<file path="config.mk">
export PLATFORM = sky130hd
export DESIGN_NAME = khr_adj_store
export DESIGN_NICKNAME = d
export VERILOG_FILES = /design/src/rtl/core/khr_pkg.sv /design/src/rtl/core/khr_adj_store.sv
export SDC_FILE = /design/constraint.sdc
export NUM_CORES = 2
export LEC_CHECK = 0
export BUFFER_PORTS_ARGS = -buffer_cell sky130_fd_sc_hd__clkbuf_2
export CAP_MARGIN = 30
export CORE_MARGIN = 3
export CORE_UTILIZATION = 55
export DETAILED_ROUTE_END_ITERATION = 8
export GPL_ROUTABILITY_DRIVEN = 0
export MAX_ROUTING_LAYER = met4
export PLACE_DENSITY = 0.75
export SETUP_SLACK_MARGIN = 0.5
export SLEW_MARGIN = 20
export SYNTH_ARGS = -nofsm -noshare
export SYNTH_HDL_FRONTEND = slang
export SYNTH_SLANG_ARGS = --single-unit
</file>
<file path="constraint.sdc">
create_clock -name clk -period 5.55 [get_ports clk]
set_input_delay 0.2775 -clock clk [delete_from_list [all_inputs] [get_ports clk]]
set_output_delay 0.2775 -clock clk [all_outputs]
set_load 0.005 [all_outputs]
</file>
<file path="src/rtl/core/khr_pkg.sv">
package khr_pkg;

	// Widths of the item fields and of the membership word.
	localparam int unsigned KIND_W = 2;
	localparam int unsigned NODE_W = 6;
	localparam int unsigned MASK_W = 64;
	localparam int unsigned CNT_W  = 7;

	// Item kinds.
	localparam logic [KIND_W-1:0] KIND_ADD   = 2'd0;
	localparam logic [KIND_W-1:0] KIND_QUERY = 2'd1;
	localparam logic [KIND_W-1:0] KIND_CLEAR = 2'd2;

	// Control of the adjacency store for one cycle.
	typedef struct packed {
		logic rd_en;
		logic wr_en;
		logic clr;
	} adj_ctl_t;

	// Number of set bits in one byte.
	function automatic logic [3:0] popcount8(input logic [7:0] v);
		logic [3:0] n;
		n = '0;
		for (int i = 0; i < 8; i++) begin
			n = n + {3'd0, v[i]};
		end
		return n;
	endfunction

	// Index of the single set bit of a one-hot word.
	function automatic logic [NODE_W-1:0] encode_onehot(input logic [MASK_W-1:0] v);
		logic [NODE_W-1:0] idx;
		idx = '0;
		for (int i = 0; i < MASK_W; i++) begin
			if (v[i]) begin
				idx = idx | NODE_W'(i);
			end
		end
		return idx;
	endfunction

endpackage

</file>
<file path="src/rtl/core/khr_adj_store.sv">
module khr_adj_store import khr_pkg::*; #(
	parameter int unsigned DEPTH = 64,
	parameter int unsigned IDX_W = 6
) (
	input  logic              clk,
	input  logic              arst_n,
	input  adj_ctl_t          ctl,
	input  logic [IDX_W-1:0]  rd_addr_a,
	input  logic [IDX_W-1:0]  rd_addr_b,
	input  logic [IDX_W-1:0]  wr_addr,
	input  logic [MASK_W-1:0] wr_data,
	output logic [MASK_W-1:0] rd_data_a,
	output logic [MASK_W-1:0] rd_data_b
);

	logic [MASK_W-1:0] rows_q [DEPTH];
	logic [DEPTH-1:0]  row_vld_q;
	logic [MASK_W-1:0] rd_a_s1;
	logic [MASK_W-1:0] rd_b_s1;
	logic              vld_a_s1;
	logic              vld_b_s1;

	// Row storage: one write port and two registered read ports.
	always_ff @(posedge clk) begin
		if (ctl.wr_en) begin
			rows_q[wr_addr] <= wr_data;
		end
		if (ctl.rd_en) begin
			rd_a_s1 <= rows_q[rd_addr_a];
			rd_b_s1 <= rows_q[rd_addr_b];
		end
	end

	// A row that was never written since the last clear reads as empty.
	always_ff @(posedge clk or negedge arst_n) begin
		if (!arst_n) begin
			row_vld_q <= '0;
			vld_a_s1  <= 1'b0;
			vld_b_s1  <= 1'b0;
		end else begin
			if (ctl.clr) begin
				row_vld_q <= '0;
			end else if (ctl.wr_en) begin
				row_vld_q[wr_addr] <= 1'b1;
			end
			if (ctl.rd_en) begin
				vld_a_s1 <= row_vld_q[rd_addr_a];
				vld_b_s1 <= row_vld_q[rd_addr_b];
			end
		end
	end

	assign rd_data_a = vld_a_s1 ? rd_a_s1 : '0;
	assign rd_data_b = vld_b_s1 ? rd_b_s1 : '0;

endmodule

</file>
## After elaboration in Yosys (flattened, before gate mapping)

Memory sizes are Yosys's and may differ from the RTL's. A register that Yosys moved wholly into a read port is not among the register bits.
Cells that the tools add are included.

| word-level totals | value |
|---|---|
| flip-flop bits (word level) | 66 |
| memory bits (writable) | 4,096 |
| input bits | 87 |
| output and inout bits | 128 |
| logic and storage cells | 23 |
| memories | 1 |

| cells by class | value |
|---|---|
| order comparisons | 4 |
| mux-type cells | 12 |
| bitwise gates (word level) | 1 |
| reductions and logical operators | 2 |

Memory list:

| name | words | width | read ports | clocked after Yosys merged registers in | wr ports | RTL line | source |
|---|---|---|---|---|---|---|---|
| rows_q | 64 | 64 | 2 | 2 | 1 | khr_adj_store.sv:16 | `logic [MASK_W-1:0] rows_q [DEPTH];` |

Operator list:

| operator | count |
|---|---|
| two-way mux 64 bit | 4 |
| OR 64 bit | 1 |
| < comparator 6 x 7 -> 1 bit, second input constant | 3 |
| binary-select mux 1 bit (select 6 bit) | 2 |
| demux 1 bit (select 6 bit) | 1 |
| >= comparator 6 x 1 -> 1 bit, second input constant | 1 |
| two-way mux 1 bit | 5 |
| nonzero test 2 bit | 1 |
| logical AND 1 bit | 1 |

## Depth between registers and ports, before layout

| logic depth | value |
|---|---|
| word-level depth | 7 |
| mapped depth | 9 |

## Worst setup path after synthesis

OpenSTA, ideal clock, no wires.

| timing | value |
|---|---|
| path kind | input to register |
| start point | in wr_addr[5] |
| end point | mem rows_q[48][0] (enable) |
| data arrival time | 7,027 ps |
| required time | 4,903 ps |
| slack | -2,125 ps |
| stages | 4 |
| buffers on the path | 1 |
| cell sequence | clkbuf_1 nand3_1 or2_2 nor4_1 |

RTL lines:

| what | RTL line | source |
|---|---|---|
| start: declaration | khr_adj_store.sv:10 | `input logic [IDX_W-1:0] wr_addr,` |
| end: declaration | khr_adj_store.sv:16 |  |

Straight into the memory's write port.

## Worst setup path in the final report

| timing | value |
|---|---|
| start point | reg vld_a_s1 |
| end point | out rd_data_a[13] |

| on the way | value |
|---|---|
| word-level cells in the longest chain between the ends | 1 |

Ends and longest elaborated chain:

| what | RTL line | source |
|---|---|---|
| start: declaration | khr_adj_store.sv:20 | `logic vld_a_s1;` |
| start signal: assignment | khr_adj_store.sv:47 | `vld_a_s1 <= row_vld_q[rd_addr_a];` |
| two-way mux 64 bit | khr_adj_store.sv:53 | `assign rd_data_a = vld_a_s1 ? rd_a_s1 : '0;` |
| end: declaration | khr_adj_store.sv:12 | `output logic [MASK_W-1:0] rd_data_a,` |

Every way passes these cells.

==> out/results.ini <==
[logic_synthesis]
synth_nets=8455
synth_flop_cell=edfxtp_1
postSynth.asyncResetShare_pct=1.54
syn_avg_cell_area_um2=23.2
synth.cell_area_mm2=0.194
syn_inst=8368
ys_seq_area_share_pct=66.1
ys_warn_count=0
synth-seq-cells=4290
synth_edf_count=4224
synth_cell_type_count=30

[final_layout]
final_cell_mix=4,224 x edfxtp_1, 2,578 x mux4_2, 444 x clkbuf_16, 264 x a22oi_1, 208 x buf_4
drive_gt1_share_pct=42.3
layout_commonest_cell=edfxtp_1
fin_nets=8930
area.growth.synth_to_final_pct=13.1

[floorplan]
die_area_mm2=0.360
core_area_mm2=0.351
std_cell_rows=217
die_h_um=600
io_pins=215
die_w_um=600
initial_core_util_pct=55.4

[worst_setup_path]
end_kind=primary output
path_cells=buf_4 > and2_1 > clkbuf_2
worst_path_max_delay_cell=dfrtp_4
start_kind=register
crit_fanout=39
critPathTopFamily=flip-flops
reg2reg_depth=5
crit_required_ns=5.27
r2r-end=vld_b_s1
r2r_start=vld_b_s1
cpPeakStageDelay_ns=0.94
rrSetupSlack_ns=2.75
startpoint=vld_a_s1
path_depth=3
crit_end=rd_data_a[13]
worstPathArrival_ns=3.14
crit_type=reg -> out
cp_num_buf_inv=2

[global_routing]
grt_pass1_vias=109000
antenna_found_initial=30
grt_use_met2_pct=51.5
grtUsageMet1_pct=45.4
grt_overflow=0
grt-busiest-layer=met2
grt.total_usage_pct=34.5
grt_max_degree=137
grt_pass1_wl_um=847000
met3_usage_pct=9.52

[timing]
rsz0062_at_grt=false
max_slew_margin_pct=18.9
fin_ws_ns=2.13
max_freq_mhz=293
setup_viol=0
layout_min_cycle_time_ns=3.42
clock_skew_ns=0.0441
worst_pin_slew_ns=1.22
hold_violations=0
fin_crit_sh_pct=61.6
maxSlewViolCount=0

[placed_design]
port_buffers=214
pre_cts_slack_ns=1.94
place_hpwl_um=324000

[cts]
cts_buffers=434
tritoncts=done
cts.path.max_buffers=4
cts-root-buf=clkbuf_16
postCtsSetupBuffers=0
ctsHoldBuffers=30
post_cts_resized=0
htreeDepth=5
worst_skew_pair.late_latency_ns=0.99
cts_num_sinks=4290
path_clk_slew_ns=0.06

[outcome]
status=finished clean

[power]
seqPwrFrac_pct=51.1
swShare_pct=22.3
clkPwrFrac_pct=41.1
power_mw=70.9
cell_internal_pwr_mw=55.1
p_comb_share_pct=7.8
powerDensity_mw_per_mm2=323
p_leak_nw=68.6
irDropWorstVdd_uv=289
p_switching_mw=15.8

[route]
drcViolationCount=0
drt_iter0_drc=19200
via_per_inst=7.74
wl_per_cell_um=43.4
drt-pass1-iter-count=6
vias=108000
drtAntennaViolNets=0
wl_um=605000

[run]
cap_violations=0

[hold_path]
min_path_type=in -> async

## worst register-to-register path, cell delays in order (launching register included)
cell and delay, ns:
dfrtp_4 0.96, buf_4 0.58, nor2_1 0.16, a41o_1 0.30, a31oi_1 0.18, dlygate4sd3_1 0.56
## sequential cells by signal (all words and copies together), names as in the netlist
| register | flops |
|---|---|
| vld_a_s1 | 1 |
| rd_a_s1 | 64 |
| row_vld_q | 64 |
| rows_q | 4096 |
| rd_b_s1 | 64 |
| vld_b_s1 | 1 |
## area by class of cell
cell class	count	area, um2
Fill cell	22500	131000
Sequential cell	4290	129000
Multi-Input combinational cell	3406	63400
Clock buffer	520	11400
Timing Repair Buffer	708	7890
Tap cell	4708	5890
Clock inverter	276	2590
Antenna cell	35	87.6
Inverter	3	11.3
## routing by layer
metal	vias to the layer above	part of all wire, %
met2	9968	47
met4	0	4.8
met1	57600	33
met3	1739	15
met5	-	0
li1	38700	-
## cells in the mapped netlist, types with 5 or more instances
cell type | count | area share (%)
a22oi_1 | 264 | 1.0
nor2b_1 | 11 | 0.035
edfxtp_1 | 4224 | 65
clkbuf_1 | 404 | 0.78
mux2i_1 | 40 | 0.21
dfrtp_1 | 66 | 0.85
nor2_1 | 191 | 0.37
mux4_2 | 2578 | 30
buf_6 | 5 | 0.029
nand3_1 | 16 | 0.041
and2_1 | 131 | 0.42
buf_4 | 32 | 0.12
a31oi_1 | 5 | 0.016
buf_1 | 35 | 0.068
buf_2 | 193 | 0.50
nand2_1 | 141 | 0.27
a21oi_1 | 5 | 0.013
## through the flow
stage          cells  hold slack (ns)  setup TNS, ns  utilization, %  cell area, um2
2_1_floorplan   8368          -0.0181         -72.44               -          194000
3_3_place_gp   13000            0.491              0            58.0          203000
3_5_place_dp   13000            0.505              0            58.2          204000
4_1_cts        13800          0.00515              0            62.2          218000
5_1_grt        13900           0.0881              0            62.7          220000
6_report       13900           0.0549              0            62.7          220000
## how the worst min path moves through the flow
stage | startpoint | end | slack [ns]
6_report | arst_n | row_vld_q[39] | 0.05
3_5_place_dp | row_vld_q[28] | row_vld_q[28] | 0.51
5_1_grt | wr_data[31] | rows_q[41][31] | 0.09
3_3_place_gp | row_vld_q[44] | row_vld_q[44] | 0.49
4_1_cts | wr_data[31] | rows_q[41][31] | 0.005
2_1_floorplan | arst_n | row_vld_q[0] | -0.02
## power by group through the flow
stage                     sequential (mW)  combinational (mW)  clock, mW
final                                36.2                5.55       29.1
after detailed placement             36.9                5.35          0
after floorplan                      36.7                3.40          0
after global placement               36.9                5.22          0
after global routing                 36.2                5.78       30.6
after CTS                            36.2                5.39       29.3
## cell families (layout without fill, tap and decap cells)
kind of cell           count (synthesis)  in the layout  share of synthesized area (%)
muxes                               2618           2618                           30.1
other                                  0             35                              0
DFF                                 4290           4290                           66.1
buffers and inverters                672           1507                           1.50
AOI/OAI and AO/OA                    283            283                           1.09
and+or+nand+nor                      505            505                           1.19
Note: power is estimated with default switching activity, not from simulation.
